`src/rtl/core/tblt_pkg.sv`:
```
// Shared types, constants and byte classification for the blank line trimmer.
package tblt_pkg;

	localparam int MAX_WS_RUN = 63;
	localparam int CNT_W      = 6;
	localparam int IDX_W      = 6;

	localparam logic [7:0] CH_TAB   = 8'h09;
	localparam logic [7:0] CH_LF    = 8'h0A;
	localparam logic [7:0] CH_SPACE = 8'h20;

	typedef logic [1:0] cls_t;
	localparam cls_t CLS_DROP = 2'd0;
	localparam cls_t CLS_LF   = 2'd1;
	localparam cls_t CLS_WS   = 2'd2;
	localparam cls_t CLS_VIS  = 2'd3;

	typedef logic [1:0] osel_t;
	localparam osel_t OSEL_LF   = 2'd0;
	localparam osel_t OSEL_WS   = 2'd1;
	localparam osel_t OSEL_BYTE = 2'd2;
	localparam osel_t OSEL_IN   = 2'd3;

	typedef struct packed {
		logic  byte_ld;
		logic  push;
		logic  set_ovf;
		logic  set_skip;
		logic  clr_skip;
		logic  cnt_clr;
		logic  idx_clr;
		logic  idx_inc;
		logic  ld_out;
		osel_t out_sel;
		logic  out_last;
	} cmd_t;

	typedef struct packed {
		cls_t cls;
		logic skip;
		logic cnt_zero;
		logic cnt_full;
		logic idx_last;
		logic out_free;
	} sts_t;

	function automatic cls_t classify(input logic [7:0] b, input logic drop);
		cls_t c;
		if (b < CH_SPACE && b != CH_TAB && b != CH_LF && drop) begin
			c = CLS_DROP;
		end else if (b == CH_LF) begin
			c = CLS_LF;
		end else if (b == CH_SPACE || b == CH_TAB) begin
			c = CLS_WS;
		end else begin
			c = CLS_VIS;
		end
		return c;
	endfunction

endpackage

```
`src/rtl/core/tblt_dp.sv`:
```
// Datapath: whitespace run buffer, counters, mode flags and output register.
module tblt_dp (
	input  logic               clk,
	input  logic               arst_n,
	input  logic               cfg_we,
	input  logic               cfg_wdata,
	input  logic [7:0]         s_tdata,
	output logic               m_tvalid,
	input  logic               m_tready,
	output logic [7:0]         m_tdata,
	output logic               m_tlast,
	output logic               m_tuser,
	input  tblt_pkg::cmd_t     cmd,
	output tblt_pkg::sts_t     sts
);

	logic                       drop_q;
	logic                       skip_q;
	logic                       ovf_q;
	logic [tblt_pkg::CNT_W-1:0] cnt_q;
	logic [tblt_pkg::IDX_W-1:0] idx_q;
	logic [tblt_pkg::IDX_W-1:0] idx_d;
	logic                       kind_mem [0:tblt_pkg::MAX_WS_RUN-1];
	logic                       rd_q;
	logic [7:0]                 byte_q;
	logic                       vld_q;
	logic [7:0]                 data_q;
	logic                       last_q;
	logic                       user_q;
	logic [7:0]                 out_mux;

	always_comb begin
		if (cmd.idx_clr) begin
			idx_d = '0;
		end else if (cmd.idx_inc) begin
			idx_d = idx_q + 1'b1;
		end else begin
			idx_d = idx_q;
		end
	end

	always_ff @(posedge clk or negedge arst_n) begin
		if (!arst_n) begin
			drop_q <= 1'b1;
			skip_q <= 1'b0;
			ovf_q  <= 1'b0;
			cnt_q  <= '0;
			idx_q  <= '0;
			vld_q  <= 1'b0;
		end else begin
			if (cfg_we) begin
				drop_q <= cfg_wdata;
			end
			if (cmd.set_skip) begin
				skip_q <= 1'b1;
			end else if (cmd.clr_skip) begin
				skip_q <= 1'b0;
			end
			if (cmd.set_ovf) begin
				ovf_q <= 1'b1;
			end
			if (cmd.cnt_clr) begin
				cnt_q <= '0;
			end else if (cmd.push) begin
				cnt_q <= cnt_q + 1'b1;
			end
			idx_q <= idx_d;
			if (cmd.ld_out) begin
				vld_q <= 1'b1;
			end else if (m_tready) begin
				vld_q <= 1'b0;
			end
		end
	end

	// run buffer: one write port at the fill count, one registered read port
	always_ff @(posedge clk) begin
		if (cmd.push) begin
			kind_mem[cnt_q] <= (s_tdata == tblt_pkg::CH_TAB);
		end
		rd_q <= kind_mem[idx_d];
	end

	always_comb begin
		case (cmd.out_sel)
			tblt_pkg::OSEL_LF:   out_mux = tblt_pkg::CH_LF;
			tblt_pkg::OSEL_WS:   out_mux = rd_q ? tblt_pkg::CH_TAB : tblt_pkg::CH_SPACE;
			tblt_pkg::OSEL_BYTE: out_mux = byte_q;
			tblt_pkg::OSEL_IN:   out_mux = s_tdata;
			default:             out_mux = s_tdata;
		endcase
	end

	always_ff @(posedge clk) begin
		if (cmd.byte_ld) begin
			byte_q <= s_tdata;
		end
		if (cmd.ld_out) begin
			data_q <= out_mux;
			last_q <= cmd.out_last;
			user_q <= ovf_q;
		end
	end

	assign sts.cls      = tblt_pkg::classify(s_tdata, drop_q);
	assign sts.skip     = skip_q;
	assign sts.cnt_zero = (cnt_q == '0);
	assign sts.cnt_full = (cnt_q == tblt_pkg::CNT_W'(tblt_pkg::MAX_WS_RUN));
	assign sts.idx_last = (idx_q == cnt_q - 1'b1);
	assign sts.out_free = !vld_q || m_tready;

	assign m_tvalid = vld_q;
	assign m_tdata  = data_q;
	assign m_tlast  = last_q;
	assign m_tuser  = user_q;

endmodule

```
`src/rtl/core/tblt_ctrl.sv`:
```
// Controller: sequences intake, line feed, buffered whitespace and the visible byte.
module tblt_ctrl (
	input  logic           clk,
	input  logic           arst_n,
	input  logic           s_tvalid,
	output logic           s_tready,
	input  tblt_pkg::sts_t sts,
	output tblt_pkg::cmd_t cmd
);

	localparam logic [1:0] ST_IDLE = 2'd0;
	localparam logic [1:0] ST_LF   = 2'd1;
	localparam logic [1:0] ST_WS   = 2'd2;
	localparam logic [1:0] ST_BYTE = 2'd3;

	logic [1:0] state_q;
	logic [1:0] state_d;

	assign s_tready = (state_q == ST_IDLE);

	always_comb begin
		cmd     = '0;
		state_d = state_q;
		case (state_q)
			ST_IDLE: begin
				if (s_tvalid) begin
					case (sts.cls)
						tblt_pkg::CLS_LF: begin
							cmd.cnt_clr  = 1'b1;
							cmd.set_skip = 1'b1;
						end
						tblt_pkg::CLS_WS: begin
							if (!sts.skip) begin
								cmd.push    = !sts.cnt_full;
								cmd.set_ovf = sts.cnt_full;
							end
						end
						tblt_pkg::CLS_VIS: begin
							cmd.byte_ld = 1'b1;
							cmd.idx_clr = 1'b1;
							if (sts.skip) begin
								state_d = ST_LF;
							end else if (!sts.cnt_zero) begin
								state_d = ST_WS;
							end else if (sts.out_free) begin
								cmd.ld_out   = 1'b1;
								cmd.out_sel  = tblt_pkg::OSEL_IN;
								cmd.out_last = 1'b1;
							end else begin
								state_d = ST_BYTE;
							end
						end
						default: ;
					endcase
				end
			end
			ST_LF: begin
				if (sts.out_free) begin
					cmd.ld_out   = 1'b1;
					cmd.out_sel  = tblt_pkg::OSEL_LF;
					cmd.clr_skip = 1'b1;
					cmd.idx_clr  = 1'b1;
					state_d      = sts.cnt_zero ? ST_BYTE : ST_WS;
				end
			end
			ST_WS: begin
				if (sts.out_free) begin
					cmd.ld_out  = 1'b1;
					cmd.out_sel = tblt_pkg::OSEL_WS;
					if (sts.idx_last) begin
						cmd.cnt_clr = 1'b1;
						state_d     = ST_BYTE;
					end else begin
						cmd.idx_inc = 1'b1;
					end
				end
			end
			ST_BYTE: begin
				if (sts.out_free) begin
					cmd.ld_out   = 1'b1;
					cmd.out_sel  = tblt_pkg::OSEL_BYTE;
					cmd.out_last = 1'b1;
					state_d      = ST_IDLE;
				end
			end
			default: state_d = ST_IDLE;
		endcase
	end

	always_ff @(posedge clk or negedge arst_n) begin
		if (!arst_n) begin
			state_q <= ST_IDLE;
		end else begin
			state_q <= state_d;
		end
	end

endmodule

```
`src/rtl/core/text_blank_line_trimmer_core.sv`:
```
// Top level of the text blank line trimmer: controller plus datapath.
//
//   channel  dir  handshake          payload
//   s_*      in   s_tvalid/s_tready  s_tdata[7:0] = in_byte
//   m_*      out  m_tvalid/m_tready  m_tdata = out_byte, m_tlast, m_tuser
//   cfg_*    in   cfg_we             cfg_wdata = drop_controls
//
// Whitespace, line feed and dropped bytes are taken in the idle state. A visible
// byte with nothing buffered is loaded into the output register when it is taken.
// Otherwise the pending line feed, buffered run and byte follow, one output word
// per cycle while m_tready is high, from the single read port of the run buffer.
// The output register stalls the sequence while m_tready is low.
// Reset sets drop_controls and clears mode, count and overflow flag.
module text_blank_line_trimmer_core (
	input  logic       clk,
	input  logic       arst_n,
	input  logic       cfg_we,
	input  logic       cfg_wdata,
	input  logic       s_tvalid,
	output logic       s_tready,
	input  logic [7:0] s_tdata,   // [7:0] in_byte
	output logic       m_tvalid,
	input  logic       m_tready,
	output logic [7:0] m_tdata,   // [7:0] out_byte
	output logic       m_tlast,
	output logic       m_tuser    // [0] run_overflowed
);

	tblt_pkg::cmd_t cmd;
	tblt_pkg::sts_t sts;

	tblt_ctrl u_ctrl (
		.clk      (clk),
		.arst_n   (arst_n),
		.s_tvalid (s_tvalid),
		.s_tready (s_tready),
		.sts      (sts),
		.cmd      (cmd)
	);

	tblt_dp u_dp (
		.clk       (clk),
		.arst_n    (arst_n),
		.cfg_we    (cfg_we),
		.cfg_wdata (cfg_wdata),
		.s_tdata   (s_tdata),
		.m_tvalid  (m_tvalid),
		.m_tready  (m_tready),
		.m_tdata   (m_tdata),
		.m_tlast   (m_tlast),
		.m_tuser   (m_tuser),
		.cmd       (cmd),
		.sts       (sts)
	);

endmodule

```
`config.mk`:
```
export PLATFORM = sky130hd
export DESIGN_NAME = text_blank_line_trimmer_core
export DESIGN_NICKNAME = d
export VERILOG_FILES = /design/src/rtl/core/tblt_pkg.sv /design/src/rtl/core/tblt_dp.sv /design/src/rtl/core/tblt_ctrl.sv /design/src/rtl/core/text_blank_line_trimmer_core.sv
export SDC_FILE = /design/constraint.sdc
export NUM_CORES = 1
export LEC_CHECK = 0
export ABC_AREA = 1
export ABC_CLOCK_PERIOD_IN_PS = 3270
export BUFFER_PORTS_ARGS = -buffer_cell sky130_fd_sc_hd__buf_2
export CAP_MARGIN = 10
export CELL_PAD_IN_SITES_DETAIL_PLACEMENT = 1
export CELL_PAD_IN_SITES_GLOBAL_PLACEMENT = 2
export CORE_MARGIN = 5
export CORE_UTILIZATION = 38
export DETAILED_ROUTE_END_ITERATION = 12
export PLACE_DENSITY = 0.76
export SYNTH_ARGS = -nofsm -noshare
export SYNTH_HDL_FRONTEND = slang
export SYNTH_SLANG_ARGS = --single-unit
```
`constraint.sdc`:
```
create_clock -name clk -period 3.27 [get_ports clk]
set_input_delay 0.981 -clock clk [delete_from_list [all_inputs] [get_ports clk]]
set_output_delay 0.981 -clock clk [all_outputs]
set_load 0.05 [all_outputs]
```
==> flow_metrics.tcl, run 1 <==
set metrics [dict create \
    core_area_sq_um 13830 \
    ys.warnings.count 0 \
    ioPinCount 26 \
    cellPowerDensity_nw_per_um2 930.6 \
    hold_class "flip-flop to flip-flop" \
    synth_nets 628 \
    clock_path_buffers 2 \
    clkSlewWorstSetupHoldPaths_ns 0.08 \
    cp.arrival_ns 3.22 \
    leakage_nw 2.611 \
    portBuffers 25 \
    pwr-share-seq 0.300 \
    grt_max_degree 63 \
    wl_per_cell_um 18.28 \
    tns_ns 0 \
    postPlaceCellArea_sq_um 5718 \
    crit_chain "inv_1 -> ha_1 -> inv_1 -> nand2_1 -> nand2_1 -> nor2_1 -> nand2_1 -> nor2_2 -> nand3_4 -> nand3_4 -> nand2_4 -> nor2_8 -> buf_4 -> nand2_1 -> nand3_1 -> nand3_1 -> nand3_1 -> nand3_1 -> nand3_1 -> nand2_1" \
    htreeDepth 3 \
    yosys.area.top_type "edfxtp_1" \
    report.final.slew_viol_count 0 \
    clock.fmax_mhz 338.0 \
    grt_util_all_layers 0.1959 \
    combPwrFrac 0.514 \
    area_growth_pct 13.21 \
    finalHoldViolations 0 \
    period_needed_ns 2.958 \
    switching_share 0.4802 \
    cp-start-kind "flip-flop" \
    cpPeakStageDelay_ns 0.44 \
    syn_avg_cell_area_sq_um 8.785 \
    netlist_instances 607 \
    drcViolationCount 0 \
    crit_buf_inv 3 \
    ctsHoldBuffers 0 \
    grt_pass1_vias 4209 \
    start_util 0.3857 \
    clock_power_share 0.186 \
    rsz0062_at_grt "no" \
    final_nets 671 \
    rows 43 \
    required_ns 3.53 \
    maxCapViolations 0 \
    yosysSeqAreaShare 0.5446 \
    antenna_found_initial 0 \
    yosys-top-cells-area "edfxtp_1 (46%), nand2_1 (8.2%), dfrtp_1 (8.0%)" \
    internal_power_w 0.002921 \
    vias 4102 \
    setup_violations 0 \
    cts_tree "done" \
    die_w_um 128.5 \
    syn-cell-area_sq_um 5333 \
    fin_skew_ns 0.007814 \
    clkSinkCount 100 \
    vias_per_cell 4.913 \
    wl_um 15260 \
    synth_cell_types 39 \
    status "completed" \
    fin_area_sq_um 6037 \
    ys_ff_latch 100 \
    cts-buffers-inserted 9 \
    diodes 0 \
    end_kind "flip-flop" \
    antenna_left 0 \
    tightest_slew_ns 0.6443 \
    clk_latency_ns 0.36 \
    ir_worst_vdd_mv 0.4210 \
    switching_power_w 0.002698 \
    path_class "flip-flop to flip-flop" \
    clockRootBuffer "clkbuf_16" \
    gp_congestion 0.8241 \
    crit_family "simple AND/OR/NAND/NOR gates" \
    slowest_stage "dfrtp_2" \
    drt-pass1-iter-count 4 \
    hpwl_um 10570 \
    die_h_um 128.5 \
    drive_above_1_share 0.1374 \
    overflow 0 \
    max_slew_margin 0.5693 \
    synth_top_area_frac 0.4561 \
    crit_fanout 16 \
    period_share 0.9047 \
    drt_iter0_drc 281 \
    dieArea_sq_um 16500 \
    fin_util 0.4366 \
    grt_pass1_wl_um 24270 \
    fill_cells 1627 \
]
[placed cells by master, fill, tap and decap left out, types with 3 or more instances in the layout]
| cell type | count |
|---|---|
| buf_4 | 19 |
| nand4_1 | 18 |
| inv_2 | 5 |
| nand2_1 | 117 |
| o211ai_1 | 3 |
| nand2_4 | 3 |
| dfrtp_1 | 16 |
| nor3_1 | 6 |
| ha_1 | 7 |
| a21oi_1 | 7 |
| nand3_4 | 4 |
| nand3_1 | 82 |
| o21ai_0 | 10 |
| edfxtp_1 | 81 |
| nor2_2 | 4 |
| buf_2 | 25 |
| clkbuf_16 | 9 |
| a211oi_1 | 4 |
| xor2_1 | 3 |
| nor2_1 | 94 |
| inv_1 | 105 |
[cells in the mapped netlist]
| master | n |
|---|---|
| buf_4 | 3 |
| nor2_4 | 1 |
| inv_2 | 5 |
| dfstp_2 | 1 |
| nand3_1 | 82 |
| nor2_2 | 5 |
| xor2_1 | 3 |
| nand2_4 | 3 |
| nor2_8 | 1 |
| nor3_4 | 1 |
| edfxtp_1 | 81 |
| nand3_4 | 4 |
| a22oi_1 | 2 |
| o211ai_1 | 3 |
| nor3_2 | 1 |
| o31ai_1 | 2 |
| and3_1 | 1 |
| ha_1 | 7 |
| nand3b_1 | 1 |
| nand2_1 | 117 |
| nor3b_1 | 1 |
| a21oi_1 | 7 |
| nand3_2 | 2 |
| nand2_2 | 2 |
| dfrtp_1 | 17 |
| nor2_1 | 94 |
| o2111ai_1 | 1 |
| buf_2 | 6 |
| a211oi_1 | 4 |
| mux2_2 | 1 |
| o21ai_0 | 10 |
| dfxtp_1 | 1 |
| nand4_1 | 18 |
| buf_6 | 4 |
| inv_4 | 2 |
| o21ai_1 | 1 |
| a21o_1 | 1 |
| nor3_1 | 6 |
| inv_1 | 105 |
[final timing paths]
kind / from / cells past startpoint / slack (ns) / end
worst max-delay path: u_dp.cnt_q[1] / 20 / 0.31 / u_dp.rd_q
max in group asynchronous: arst_n / 1 / 2.36 / u_dp.drop_q
worst max register to register: u_dp.cnt_q[1] / 20 / 0.31 / u_dp.rd_q
min in group asynchronous: arst_n / 1 / 0.57 / u_dp.cnt_q[1]
worst min register to register: u_dp.ovf_q / 0 / 0.46 / u_dp.m_tuser
worst min-delay path: u_dp.ovf_q / 0 / 0.46 / u_dp.m_tuser
[power by group through the flow]
| stage | sequential [W] | combinational, W | clock [W] |
|---|---|---|---|
| after CTS | 0.00168 | 0.00283 | 0.00107 |
| after floorplan | 0.00192 | 0.00179 | 0 |
| after detailed placement | 0.00171 | 0.00281 | 0 |
| final | 0.00168 | 0.00289 | 0.00105 |
| after global routing | 0.00170 | 0.00319 | 0.00113 |
| after global placement | 0.00170 | 0.00278 | 0 |
[worst reg2reg max path: cells and delay by family, from the launching register on]
| family | cells | cell delay (ns) |
|---|---|---|
| adders and majority gates | 1 | 0.35 |
| and+or+nand+nor | 16 | 1.69 |
| buffers and inverters | 3 | 0.36 |
| DFF | 1 | 0.44 |
[through the flow]
stage | power [W] | setup slack, ns | std cells | hold slack, ns
after global placement | 0.004484 | 0.09876 | 816 | 0.4497
after CTS | 0.005589 | 0.1691 | 832 | 0.4673
after global routing | 0.006020 | 0.03074 | 835 | 0.4785
final | 0.005618 | 0.3115 | 835 | 0.4642
after detailed placement | 0.004523 | 0.02410 | 816 | 0.4570
after floorplan | 0.003706 | 0.01371 | 607 | 0.4233
[flip-flops by register name (all words and copies together), names as in the netlist, 2 cells and up]
signal          cells
u_dp.kind_mem      63
u_dp.byte_q         8
u_dp.m_tdata        8
u_dp.cnt_q          6
u_dp.idx_q          6
u_ctrl.state_q      2
[area by class of cell]
cell class | count | area (sq um) | area share
sequential | 100 | 2905 | 0.4812
clock buffer | 10 | 229.0 | 0.03793
tap | 180 | 225.2 | 0.03731
inverter | 112 | 425.4 | 0.07047
multi-input combinational | 382 | 1911 | 0.3165
clock inverter | 6 | 53.80 | 0.008912
timing repair buffer | 45 | 287.8 | 0.04767
[what timing repair did]
item / CTS / global route
endpoints found under the setup margin: 0 / 1
resized for setup: 0 / 1
buffers inserted: 0 / 3
[per-layer routing]
layer  share of wire  track usage
met5               0            0
met4           0.015      0.05556
met3           0.029      0.03778
met2            0.46       0.3046
met1            0.50       0.2800
[cells by family (layout without fill, tap and decap cells)]
group                    after synthesis  count (layout)  synth area share
flip-flops                           100             100            0.5446
AO/OA/AOI/OAI                         31              31           0.03543
multiplexers                           1               1          0.002112
adder cells (fa/ha/maj)                7               7           0.01642
XOR/XNOR                               3               3          0.004928
AND/OR/NAND/NOR                      340             340            0.2985
buffers and inverters                125             173           0.09808
Note: power is estimated with default switching activity, not from simulation.
==> inputs of run 2 (changes only) <==
Settings changed: ABC_AREA 1 to unset, CORE_UTILIZATION 38 to 41.
==> flow_metrics.tcl, run 2 <==
set metrics [dict create \
    status "finished, violations left" \
    violations "setup timing" \
    max_slew_margin 0.5969 \
    grt_pass1_vias 4238 \
    synth_ff_type "edfxtp_1" \
    report.final.slew_viol_count 0 \
    rr_worst_depth 13 \
    yosysSeqAreaShare 0.5594 \
    wl_per_cell_um 19.71 \
    crit_fanout 6 \
    core_area_sq_um 12520 \
    crit_end "u_dp.rd_q" \
    finalHoldViolations 0 \
    whs_ns 0.4475 \
    final_nets 587 \
    r2r_slack_ns -0.02 \
    syn_avg_cell_area_sq_um 10.93 \
    multi_input_area_sq_um 2323 \
    grt_pass1_wl_um 23160 \
    vias_per_cell 5.371 \
    clkSlewWorstSetupHoldPaths_ns 0.07 \
    start_util 0.4147 \
    internal_power_w 0.003753 \
    timing.rr.start "u_dp.cnt_q[0]" \
    final-seq-area_sq_um 2904 \
    gp_congestion 0.8218 \
    clock_power_share 0.175 \
    post-synth-top-count-cell "nor2_1" \
    diodes 0 \
    cellPowerDensity_nw_per_um2 949.3 \
    ioPinCount 26 \
    clock_path_buffers 2 \
    cts_tree "done" \
    largest_reg_flops 63 \
    rsz0062_at_grt "yes" \
    hpwl_um 10160 \
    overflow 0 \
    largest_register "u_dp.kind_mem" \
    syn-cell-area_sq_um 5191 \
    r2r-end "u_dp.rd_q" \
    synthTopCellsByCount "nor2_1 (86), edfxtp_1 (81), nand2_1 (38), mux2i_1 (27), dfrtp_1 (17)" \
    fill_cells 1380 \
    clockRootBuffer "clkbuf_16" \
    end_kind "flip-flop" \
    die_w_um 122.5 \
    maxCapViolations 0 \
    leakage_nw 2.478 \
    switching_power_w 0.002514 \
    ir_worst_vdd_mv 0.3035 \
    ys.warnings.count 0 \
    required_ns 3.58 \
    area_growth_pct 27.19 \
    pwr-share-seq 0.257 \
    switching_share 0.4012 \
    ys_ff_latch 100 \
    layout_common_cells "nor2_1 (84), edfxtp_1 (81), buf_4 (69)" \
    grt_util_all_layers 0.2062 \
    setup_violations 1 \
    clk_latency_ns 0.36 \
    synth_top_area_frac 0.4685 \
    startpoint "s_tdata[6]" \
    combPwrFrac 0.569 \
    hold_class "flip-flop to flip-flop" \
    antenna_found_initial 0 \
    yosys.area.top_type "edfxtp_1" \
    setup_slack_ns -0.1082 \
    synth_enable_flop_cells 81 \
    yosys-top-cells-area "edfxtp_1 (47%), dfrtp_1 (8.2%), nor2_1 (6.2%)" \
    final_common_cell "nor2_1" \
    htreeDepth 3 \
    vias 3991 \
    tightest_slew_ns 0.6030 \
    portBuffers 25 \
    netlist_instances 475 \
    cts-buffers-inserted 9 \
    drt_iter0_drc 215 \
    period_needed_ns 3.378 \
    path_class "input pin to flip-flop" \
    antenna_left 0 \
    dieArea_sq_um 15010 \
    ys_async_sr_fraction 0.1800 \
    cp.arrival_ns 3.69 \
    synth_nets 496 \
    wl_um 14650 \
    synth_cell_types 66 \
    drcViolationCount 0 \
    clock.fmax_mhz 296.0 \
    clkSinkCount 100 \
    cp-start-kind "input pin" \
    tns_ns -0.1082 \
    fin_skew_ns 0.01447 \
    drt-pass1-iter-count 4 \
    rows 41 \
    die_h_um 122.5 \
    grt_max_degree 64 \
    drive_above_1_share 0.2732 \
    period_share 1.033 \
]
[run 2: changes by cell type after synthesis, moves of 7 or more]
cell | previous run | this run
a22o_1 | 0 | 7
clkbuf_1 | 0 | 12
inv_1 | 105 | 14
mux2i_1 | 0 | 27
nand2_1 | 117 | 38
nand2b_1 | 0 | 11
nand3_1 | 82 | 12
nand3b_1 | 1 | 9
nand4_1 | 18 | 6
nor2_1 | 94 | 86
nor2b_1 | 0 | 8
or3_1 | 0 | 8
xnor2_1 | 0 | 7
[run 2: logic make-up after synthesis]
| family | after synthesis | synth area share |
|---|---|---|
| adder cells (fa/ha/maj) | 7 | 0.01687 |
| XOR/XNOR | 14 | 0.02507 |
| AO/OA/AOI/OAI | 75 | 0.1097 |
| buffers and inverters | 40 | 0.03278 |
| multiplexers | 31 | 0.06339 |
| flip-flops | 100 | 0.5594 |
| AND/OR/NAND/NOR | 208 | 0.1928 |
[run 2: stage by stage]
| stage | setup slack [ns] | utilization | instance area, sq um | total power [W] | std cells |
|---|---|---|---|---|---|
| floorplan | 0.002826 | - | 5244 | 0.003603 | 475 |
| global placement | -0.4744 | 0.4778 | 5981 | 0.004467 | 712 |
| detailed placement | -0.5356 | 0.4778 | 5981 | 0.004556 | 712 |
| CTS | -0.03330 | 0.5206 | 6516 | 0.006167 | 739 |
| global route | -0.2464 | 0.5275 | 6603 | 0.006609 | 743 |
| finish | -0.1082 | 0.5275 | 6603 | 0.006268 | 743 |
[run 2: repair_timing]
item                       in CTS  in global routing
setup endpoints to repair      10                 58
gates cloned                    2                  0
setup buffers                   9                  4
hold endpoints to repair        0                  0
resized for setup              22                 13
pin swaps                      13                  6
hold buffers                    0                  0
[run 2: critical path: stages]
cell      delay [ns]
buf_8           0.10
or4_4           0.53
a211oi_2        0.20
o31a_1          0.32
nor2b_4         0.25
buf_4           0.14
mux2i_4         0.12
buf_4           0.17
o31ai_1         0.25
nor3_1          0.08
a22oi_1         0.30
and4b_1         0.23
[run 2: worst min path at each step]
stage	startpoint	endpoint	cells past startpoint
after global routing	u_dp.ovf_q	u_dp.m_tuser	0
final	u_dp.ovf_q	u_dp.m_tuser	0
after floorplan	u_dp.ovf_q	u_dp.m_tuser	0
after CTS	u_dp.ovf_q	u_dp.m_tuser	0
after global placement	u_dp.ovf_q	u_dp.m_tuser	0
after detailed placement	u_dp.ovf_q	u_dp.m_tuser	0
[run 2: cell type report]
class / instances / share of cell area
tap: 172 / 0.03259
clock inverter: 3 / 0.007012
sequential: 100 / 0.4398
inverter: 15 / 0.008907
timing repair buffer: 103 / 0.1218
multi-input combinational: 337 / 0.3519
clock buffer: 13 / 0.03790
[run 2: power groups by stage]
stage | logic, W | registers [W] | clock network, W
global placement | 0.00284 | 0.00163 | 0
global route | 0.00383 | 0.00162 | 0.00116
detailed placement | 0.00292 | 0.00164 | 0
finish | 0.00357 | 0.00161 | 0.00109
floorplan | 0.00175 | 0.00185 | 0
CTS | 0.00344 | 0.00161 | 0.00111
[run 2: layer usage]
| metal | track usage | share of wire |
|---|---|---|
| met5 | 0 | 0 |
| met2 | 0.3463 | 0.50 |
| met4 | 0.07418 | 0.016 |
| met1 | 0.2726 | 0.45 |
| met3 | 0.02949 | 0.035 |
==> inputs of run 3 (changes only) <==
--- a/constraint.sdc
+++ b/constraint.sdc
@@ -3,2 +3,2 @@
 set_output_delay 0.981 -clock clk [all_outputs]
-set_load 0.05 [all_outputs]
+set_load 0.02 [all_outputs]
==> flow_metrics.tcl, run 3 (same netlist as run 2, synthesis figures left out) <==
set metrics [dict create \
    max_slew_margin 0.6048 \
    ir_worst_vdd_mv 0.3755 \
    grt_util_all_layers 0.2073 \
    fin_area_sq_um 6618 \
    layout.cells.non_filler 747 \
    core_area_sq_um 12520 \
    clock_path_buffers 2 \
    rows 41 \
    htreeDepth 3 \
    grt_pass1_wl_um 23360 \
    overflow 0 \
    hpwl_um 10160 \
    diodes 0 \
    crit_fanout 3 \
    violations "setup timing" \
    wl_per_cell_um 19.79 \
    fill_cells 1374 \
    largest_reg_flops 63 \
    path_class "input pin to flip-flop" \
    cellPowerDensity_nw_per_um2 928.4 \
    dieArea_sq_um 15010 \
    die_w_um 122.5 \
    grt_pass1_vias 4191 \
    setup_slack_ns -0.06165 \
    cts_tree "done" \
    clkSinkCount 100 \
    multi_input_area_sq_um 2332 \
    gp_congestion 0.8472 \
    ctsHoldBuffers 0 \
    wl_um 14780 \
    portBuffers 25 \
    final_nets 591 \
    ioPinCount 26 \
    whs_ns 0.4555 \
    cp.arrival_ns 3.58 \
    grt_max_degree 64 \
    clockRootBuffer "clkbuf_16" \
    final_common_cell "nor2_1" \
    drt-pass1-iter-count 4 \
    report.final.slew_viol_count 0 \
    cts-buffers-inserted 9 \
    leakage_nw 2.495 \
    cp-start-kind "input pin" \
    required_ns 3.52 \
    antenna_found_initial 0 \
    die_h_um 122.5 \
    rr_worst_depth 14 \
    hold_class "flip-flop to flip-flop" \
    end_kind "flip-flop" \
    postPlaceCellArea_sq_um 5923 \
    layout_common_cells "nor2_1 (85), edfxtp_1 (81), buf_4 (71)" \
    dp.cells 708 \
    fin_skew_ns 0.008361 \
    tightest_slew_ns 0.5928 \
    final-seq-area_sq_um 2904 \
    min_path_cells 0 \
    clock.fmax_mhz 300.2 \
    rsz0062_at_grt "yes" \
    status "finished, violations left" \
    period_needed_ns 3.332 \
    clk_latency_ns 0.36 \
    maxCapViolations 0 \
    period_share 1.019 \
    setup_violations 1 \
    drt_iter0_drc 283 \
    tns_ns -0.06165 \
    drcViolationCount 0 \
    drive_above_1_share 0.2887 \
    vias_per_cell 5.407 \
    largest_register "u_dp.kind_mem" \
    clkSlewWorstSetupHoldPaths_ns 0.07 \
    r2r_slack_ns 0.07 \
    vias 4039 \
    start_util 0.4147 \
    antenna_left 0 \
    area_growth_pct 27.48 \
    fin_total_pwr_w 0.006144 \
    finalHoldViolations 0 \
]
run 3: cell count changes in the layout (fill, tap and decap cells not counted), moves of 2 or more:
cell     previous run  this run
ha_1                5         7
nor3_2              0         2
buf_6               5        10
nor3_1             10         8
a21oi_2             0         2
a21oi_1            13        11
buf_4              69        71
buf_12              5         1
run 3: final cells by class:
type / instances / area share
Inverter: 15 / 0.008886
Tap cell: 172 / 0.03252
Clock buffer: 12 / 0.03725
Sequential cell: 100 / 0.4388
Clock inverter: 4 / 0.007563
Multi-Input combinational cell: 337 / 0.3524
Timing Repair Buffer: 107 / 0.1225
run 3: what timing repair did:
item / CTS / global route
setup endpoints to repair: 9 / 48
gates resized for setup: 30 / 16
buffers inserted: 20 / 4
pin swaps: 17 / 8
cloned: 2 / 0
run 3: stage by stage:
step                setup WS [ns]  utilization
finish                   -0.06165       0.5287
detailed placement        -0.4957       0.4732
CTS                     -0.007427       0.5220
global placement          -0.4605       0.4732
floorplan                0.002824            -
global route              -0.1894       0.5287
run 3: path summary, 6_finish.rpt:
path	from	endpoint
worst max-delay path	s_tdata[6]	u_dp.rd_q
worst min-delay path	u_dp.ovf_q	u_dp.m_tuser
worst max register to register	u_ctrl.state_q[1]	u_dp.rd_q
worst min register to register	u_dp.ovf_q	u_dp.m_tuser
max in group asynchronous	arst_n	u_dp.drop_q
min in group asynchronous	arst_n	u_dp.cnt_q[3]
run 3: critical path, stage by stage:
cell and delay (ns):
buf_8 0.10, or4_4 0.54, a211oi_4 0.24, o31a_1 0.22, buf_4 0.15, and2_4 0.18
mux2i_4 0.10, buf_4 0.16, mux2_2 0.27, mux2i_2 0.19, nor2_1 0.07, nor4_1 0.15
and4b_1 0.23
run 3: power breakdown:
| part | switching, W | total, W | internal, W |
|---|---|---|---|
| clock | 0.000483 | 0.00110 | 0.000614 |
| sequential | 0.0000716 | 0.00162 | 0.00154 |
| combinational | 0.00184 | 0.00343 | 0.00159 |
run 3: layer usage:
metal / vias up / routed length [um] / track usage
met4: 0 / 146 / 0.05528
met1: 2051 / 6826 / 0.2899
met2: 73 / 7203 / 0.3336
li1: 1907 / - / -
met5: - / 0 / 0
met3: 8 / 609 / 0.03687
